File: config.mk
export PLATFORM = sky130hd
export DESIGN_NAME = hbs_ctrl
export DESIGN_NICKNAME = d
export VERILOG_FILES = /design/src/hbs_pkg.sv /design/src/hbs_ctrl.sv
export SDC_FILE = /design/constraint.sdc
export NUM_CORES = 1
export LEC_CHECK = 0
export BUFFER_PORTS_ARGS = -buffer_cell sky130_fd_sc_hd__buf_4
export CAP_MARGIN = 20
export CORE_ASPECT_RATIO = 0.75
export CORE_UTILIZATION = 28
export DETAILED_ROUTE_END_ITERATION = 10
export HOLD_SLACK_MARGIN = 0.08
export PLACE_DENSITY = 0.6
export SYNTH_ARGS = -nofsm -noshare
export SYNTH_HDL_FRONTEND = slang
export SYNTH_SLANG_ARGS = --single-unit
File: constraint.sdc
create_clock -name clk -period 1.65 [get_ports clk]
set_input_delay 0.2475 -clock clk [delete_from_list [all_inputs] [get_ports clk]]
set_output_delay 0.2475 -clock clk [all_outputs]
set_load 0.03 [all_outputs]
File: src/hbs_pkg.sv
package hbs_pkg;

    localparam int MAX_COLS = 256;
    localparam int MAX_ROWS = 256;
    localparam int GRID_DEPTH = MAX_COLS * MAX_ROWS;
    localparam int ADDR_W = $clog2(GRID_DEPTH);
    localparam int DIM_W = 9;
    localparam int FRAC_W = 16;
    localparam logic [16:0] ONE_Q16 = 17'h10000;

    typedef enum logic [1:0] {
        KIND_WRITE  = 2'd0,
        KIND_READ   = 2'd1,
        KIND_SAMPLE = 2'd2,
        KIND_NONE   = 2'd3
    } kind_t;

    typedef enum logic {
        CFG_GRID_WIDTH  = 1'b0,
        CFG_GRID_HEIGHT = 1'b1
    } cfg_index_t;

    typedef struct packed {
        kind_t              kind;
        logic [7:0]         col;
        logic [7:0]         row;
        logic signed [15:0] height_in;
        logic [16:0]        u_coord;
        logic [16:0]        v_coord;
    } item_t;

    typedef struct packed {
        logic signed [31:0] height_out;
        logic               out_of_range;
    } result_t;

    typedef enum logic [1:0] {
        ADDR_00 = 2'd0,
        ADDR_10 = 2'd1,
        ADDR_01 = 2'd2,
        ADDR_11 = 2'd3
    } addr_sel_t;

    typedef enum logic [1:0] {
        RES_CELL      = 2'd0,
        RES_OUT_RANGE = 2'd1,
        RES_ZERO      = 2'd2,
        RES_LERP      = 2'd3
    } res_sel_t;

    typedef struct packed {
        logic      capture;
        logic      scale;
        logic      rows;
        logic      mem_rd;
        logic      mem_wr;
        addr_sel_t addr_sel;
        logic      cap_h00;
        logic      cap_h10;
        logic      cap_h01;
        logic      cap_h11;
        logic      lerp_a;
        logic      lerp_b;
        logic      load_res;
        res_sel_t  res_sel;
    } dp_cmd_t;

    typedef struct packed {
        logic in_range;
        logic grid_empty;
    } dp_status_t;

endpackage

File: src/hbs_ctrl.sv
module hbs_ctrl (
    input  logic                clk,
    input  logic                rst_n,
    input  logic                start,
    input  hbs_pkg::kind_t      kind,
    input  hbs_pkg::dp_status_t status,
    output logic                busy,
    output hbs_pkg::dp_cmd_t    cmd
);
    import hbs_pkg::*;

    typedef enum logic [11:0] {
        S_IDLE   = 12'b0000_0000_0001,
        S_SCALE  = 12'b0000_0000_0010,
        S_ROWS   = 12'b0000_0000_0100,
        S_WRITE  = 12'b0000_0000_1000,
        S_RD0    = 12'b0000_0001_0000,
        S_RDOUT  = 12'b0000_0010_0000,
        S_RD1    = 12'b0000_0100_0000,
        S_RD2    = 12'b0000_1000_0000,
        S_RD3    = 12'b0001_0000_0000,
        S_LERP_A = 12'b0010_0000_0000,
        S_LERP_B = 12'b0100_0000_0000,
        S_LERP_V = 12'b1000_0000_0000
    } state_t;

    state_t state_reg;
    state_t state_next;
    kind_t  kind_reg;
    kind_t  kind_next;

    always_ff @(posedge clk or negedge rst_n)
    begin
        if (!rst_n)
        begin
            state_reg <= S_IDLE;
            kind_reg  <= KIND_NONE;
        end
        else
        begin
            state_reg <= state_next;
            kind_reg  <= kind_next;
        end
    end

    assign busy = (state_reg != S_IDLE);

    always_comb
    begin
        state_next = state_reg;
        kind_next  = kind_reg;
        cmd        = '0;
        case (state_reg)
            S_IDLE:
            begin
                if (start)
                begin
                    cmd.capture = 1'b1;
                    kind_next   = kind;
                    case (kind)
                        KIND_WRITE:
                        begin
                            if (status.in_range)
                            begin
                                state_next = S_ROWS;
                            end
                        end
                        KIND_READ:
                        begin
                            if (status.in_range)
                            begin
                                state_next = S_ROWS;
                            end
                            else
                            begin
                                cmd.load_res = 1'b1;
                                cmd.res_sel  = RES_OUT_RANGE;
                            end
                        end
                        KIND_SAMPLE:
                        begin
                            if (status.grid_empty)
                            begin
                                cmd.load_res = 1'b1;
                                cmd.res_sel  = RES_ZERO;
                            end
                            else
                            begin
                                state_next = S_SCALE;
                            end
                        end
                        default: ;
                    endcase
                end
            end
            S_SCALE:
            begin
                cmd.scale  = 1'b1;
                state_next = S_ROWS;
            end
            S_ROWS:
            begin
                cmd.rows   = 1'b1;
                state_next = (kind_reg == KIND_WRITE) ? S_WRITE : S_RD0;
            end
            S_WRITE:
            begin
                cmd.mem_wr   = 1'b1;
                cmd.addr_sel = ADDR_00;
                state_next   = S_IDLE;
            end
            S_RD0:
            begin
                cmd.mem_rd   = 1'b1;
                cmd.addr_sel = ADDR_00;
                state_next   = (kind_reg == KIND_READ) ? S_RDOUT : S_RD1;
            end
            S_RDOUT:
            begin
                cmd.load_res = 1'b1;
                cmd.res_sel  = RES_CELL;
                state_next   = S_IDLE;
            end
            // each read lands in mem_q_reg in the cycle after its address
            S_RD1:
            begin
                cmd.mem_rd   = 1'b1;
                cmd.addr_sel = ADDR_10;
                cmd.cap_h00  = 1'b1;
                state_next   = S_RD2;
            end
            S_RD2:
            begin
                cmd.mem_rd   = 1'b1;
                cmd.addr_sel = ADDR_01;
                cmd.cap_h10  = 1'b1;
                state_next   = S_RD3;
            end
            S_RD3:
            begin
                cmd.mem_rd   = 1'b1;
                cmd.addr_sel = ADDR_11;
                cmd.cap_h01  = 1'b1;
                state_next   = S_LERP_A;
            end
            S_LERP_A:
            begin
                cmd.cap_h11 = 1'b1;
                cmd.lerp_a  = 1'b1;
                state_next  = S_LERP_B;
            end
            S_LERP_B:
            begin
                cmd.lerp_b = 1'b1;
                state_next = S_LERP_V;
            end
            S_LERP_V:
            begin
                cmd.load_res = 1'b1;
                cmd.res_sel  = RES_LERP;
                state_next   = S_IDLE;
            end
            default:
            begin
                state_next = S_IDLE;
            end
        endcase
    end

endmodule

==> summary.txt <==
Status
  • Status: finished, violations left
  • Violated checks: negative setup slack

Setup path
  • Cells on worst reg2reg path: 4
  • Crit path capture type: output pin
  • Critical Path Source Type: flop
  • Crit Path Max Fanout: 5
  • Critical path data required time: 1.40 ns
  • Worst-path cell chain: nor3_4, buf_6, nand4_1, or3b_4, inv_2, buf_6
  • Worst Setup EP: cmd[13]
  • CP startpoint: state_reg[4]$_DFFE_PN0P_
  • CP Data Arrival Time: 1.74 ns
  • Most used cell, CP: buf_6
  • Critical-path top delay cell: or3b_4
  • R2R Path Start: state_reg[3]$_DFFE_PN0P_
  • CP max stage delay: 0.43 ns
  • Critical path type: flop to output pin
  • R2R setup slack: -0.11 ns
  • Critical R2R Capture: state_reg[5]$_DFFE_PN0P_

STA
  • Worst-margin pin slew: 0.487 ns
  • Final setup fails: 19
  • Fin Clk Skew: 0.00660 ns
  • Final hold vios: 0
  • Max-slew headroom: 67.2%
  • Tmin final: 1.99 ns
  • RSZ-0062 raised after global routing: true
  • Final critical-path share of the clock period: 121%
  • Fmax: 0.502 GHz
  • Final WS setup: -0.342 ns
  • Slew Limit Fails: 0
  • Hold slack: 0.165 ns

Placement
  • # port buffers: 23
  • Post-DP HPWL: 2330 microns
  • Final RePlAce weighted congestion: 0.814
  • Inst Count DP: 196
  • Pre-CTS setup slack: -0.130 ns

Routing
  • Via density: 5.03
  • Avg WL per Cell: 15.1 microns
  • Via count: 1062
  • DRT iter0 DRCs: 15
  • Drt first pass iters: 4
  • DRC: 0
  • Drt total wl: 3190 microns
  • Antenna-violating nets left: 0

GRT
  • GR Util All Layers: 18.8%
  • Pin count of the biggest net entering global routing: 15
  • GRT Residual Overflow: 0
  • First-pass GRT wire length: 5340 microns
  • Antenna violations before repair: 0
  • Number of global-route vias before repair: 1112

Clock tree
  • Clk Tree Root Cell: clkbuf_8
  • Clock sink total: 14
  • Worst-skew pair later-pin latency: 0.25 ns
  • H-tree depth: 1
  • Clock buffer depth: 2
  • TritonCTS clock tree: yes
  • Number of CTS-inserted buffers: 3
  • Worst-path clk slew: 0.07 ns

Power
  • Psw: 653 uW
  • Sequential share of power: 27.2%
  • P_int: 1.13 mW
  • Pwr Density: 944 nW/um^2
  • Sw Share: 36.6%
  • VDD IR max: 0.478 mV
  • Logic pwr share: 53.7%
  • Clock power share: 19.1%
  • PnR Total Power: 1.78 mW
  • Leakage: 0.834 nW

Logic synthesis
  • Warnings, synthesis: 0
  • Compound-Gate Fraction of Synth Area: 8.20%
  • Post-synthesis mux area share: 2.21%
  • Simple-Gate Fraction of Synth Area: 41.7%
  • Largest family of logic cells by synthesized area: simple AND/OR/NAND/NOR gates
  • Post-Synth XOR/XNOR Area: 2.73%
  • Post-Syn Area per Cell: 8.98 sq um
  • Synthesized Nets: 117
  • FF+latch count, synth: 14
  • Sequential area share after synthesis: 36.8%
  • Synth unique cells: 40
  • Netlist Area Pre-Place: 961 sq um
  • Adder-Cell Fraction of Synth Area: 3.91%
  • Post-Synthesis Cells: 107

Finish
  • Final Non-Filler Cells: 211
  • Share of cells above drive strength 1: 66.7%
  • Final #Nets: 182
  • Commonest cells after routing, fill and taps aside: 42 x buf_4, 21 x buf_6, 10 x nor2_1, 6 x dfrtp_2
  • Number of antenna repair diodes: 0
  • Synthesis-to-finish area growth: 96.7%
  • # fillers: 278
  • Max FFs per register: 12
  • Commonest non-fill, non-tap cell in the layout: buf_4

Floorplanning
  • Total die area: 3670 sq um
  • Starting density of the core: 29.2%
  • I/O pin count: 24
  • Chip Height: 52.7 microns
  • Cell Rows: 18
  • Area of the core: 3290 sq um
  • Die width: 69.6 microns

Flow run
  • Max Cap Viol: 0

Hold path
  • Hold_sp: status[0]
  • Hold/Removal Path Class: input pin to flop
[worst min path at each step]
stage / endpoint / slack, ns / cells after the start
2_1_floorplan: state_reg[10]$_DFFE_PN0P_ / -0.05 / 0
3_3_place_gp: state_reg[5]$_DFFE_PN0P_ / 0.11 / 1
3_5_place_dp: state_reg[8]$_DFFE_PN0P_ / 0.12 / 1
4_1_cts: state_reg[1]$_DFFE_PN0P_ / 0.15 / 2
5_1_grt: state_reg[1]$_DFFE_PN0P_ / 0.16 / 2
6_report: state_reg[1]$_DFFE_PN0P_ / 0.17 / 2
[layout make-up]
class / instances / area, sq um / area share (%)
tap: 40 / 50.0 / 2.65
inverter: 6 / 22.5 / 1.19
clock buffer: 4 / 55.1 / 2.91
sequential: 14 / 362 / 19.1
multi-input combinational: 83 / 840 / 44.4
timing repair buffer: 64 / 562 / 29.7
[power by group through the flow]
stage	Clock (mW)	Combinational, mW	Sequential (mW)
after floorplan	0	0.391	0.474
after global placement	0	0.652	0.486
after detailed placement	0	0.657	0.489
after CTS	0.354	0.814	0.480
after global routing	0.370	1.02	0.494
final	0.341	0.958	0.486
[metal layers]
layer,vias up,routed length (microns),GRT usage [%]
li1,522,-,-
met1,519,1510,26.1
met5,-,0,0
met3,2,90,3.65
met2,19,1570,31.1
met4,0,10,3.00
[worst max-delay path: cells and delay by family (launching register included)]
kind                   cells  cell delay [ns]
AND/OR/NAND/NOR            3             0.76
buffers and inverters      3             0.33
flip-flops                 1             0.42
[timing repair]
item / 4_1_cts / 5_1_grt
endpoints found under the setup margin: 20 / 24
setup buffers: 8 / 4
pin swaps: 13 / 12
endpoints found under the hold margin: 14 / 0
gates resized for setup: 24 / 27
hold buffers: 1 / 0
[cell usage after synthesis, drive strengths merged]
library cell	count	area, sq um
a2111oi	1	8.76
a21oi	2	10.0
a221oi	1	8.76
and2	2	12.5
and2b	1	7.51
and4	3	26.3
and4b	2	20.0
buf	1	7.51
clkbuf	3	12.5
dfrtp	11	275
dfstp	3	78.8
ha	3	37.5
inv	6	22.5
mux2	1	11.3
mux2i	1	10.0
nand2	5	18.8
nand2b	3	18.8
nand3	4	25.0
nand4	4	25.0
nor2	16	60.1
nor2b	3	18.8
nor3	5	25.0
nor3b	4	35.0
nor4	3	33.8
nor4b	2	17.5
nor4bb	2	20.0
o211ai	1	7.51
o21ai	4	20.0
o221ai	1	8.76
o31ai	2	15.0
or3	1	6.26
or3b	1	8.76
or4	1	7.51
or4b	1	13.8
xnor2	2	17.5
xor2	1	8.76
[metrics by stage]
stage / TNS [ns] / cell area (sq um) / util [%]
after global placement: -0.611 / 1530 / 46.7
after global routing: -5.77 / 1890 / 57.5
after floorplan: -0.811 / 1120 / -
after CTS: -4.88 / 1760 / 53.4
after detailed placement: -0.778 / 1530 / 46.7
final: -4.35 / 1890 / 57.5
[cell families after synthesis]
logic type | count (synthesis)
AOI/OAI and AO/OA | 12
xor gates and xnor gates | 3
adders and majority gates | 3
buffers and inverters | 10
DFF | 14
muxes | 2
and+or+nand+nor | 63
Power figures use the tool's default switching activity.
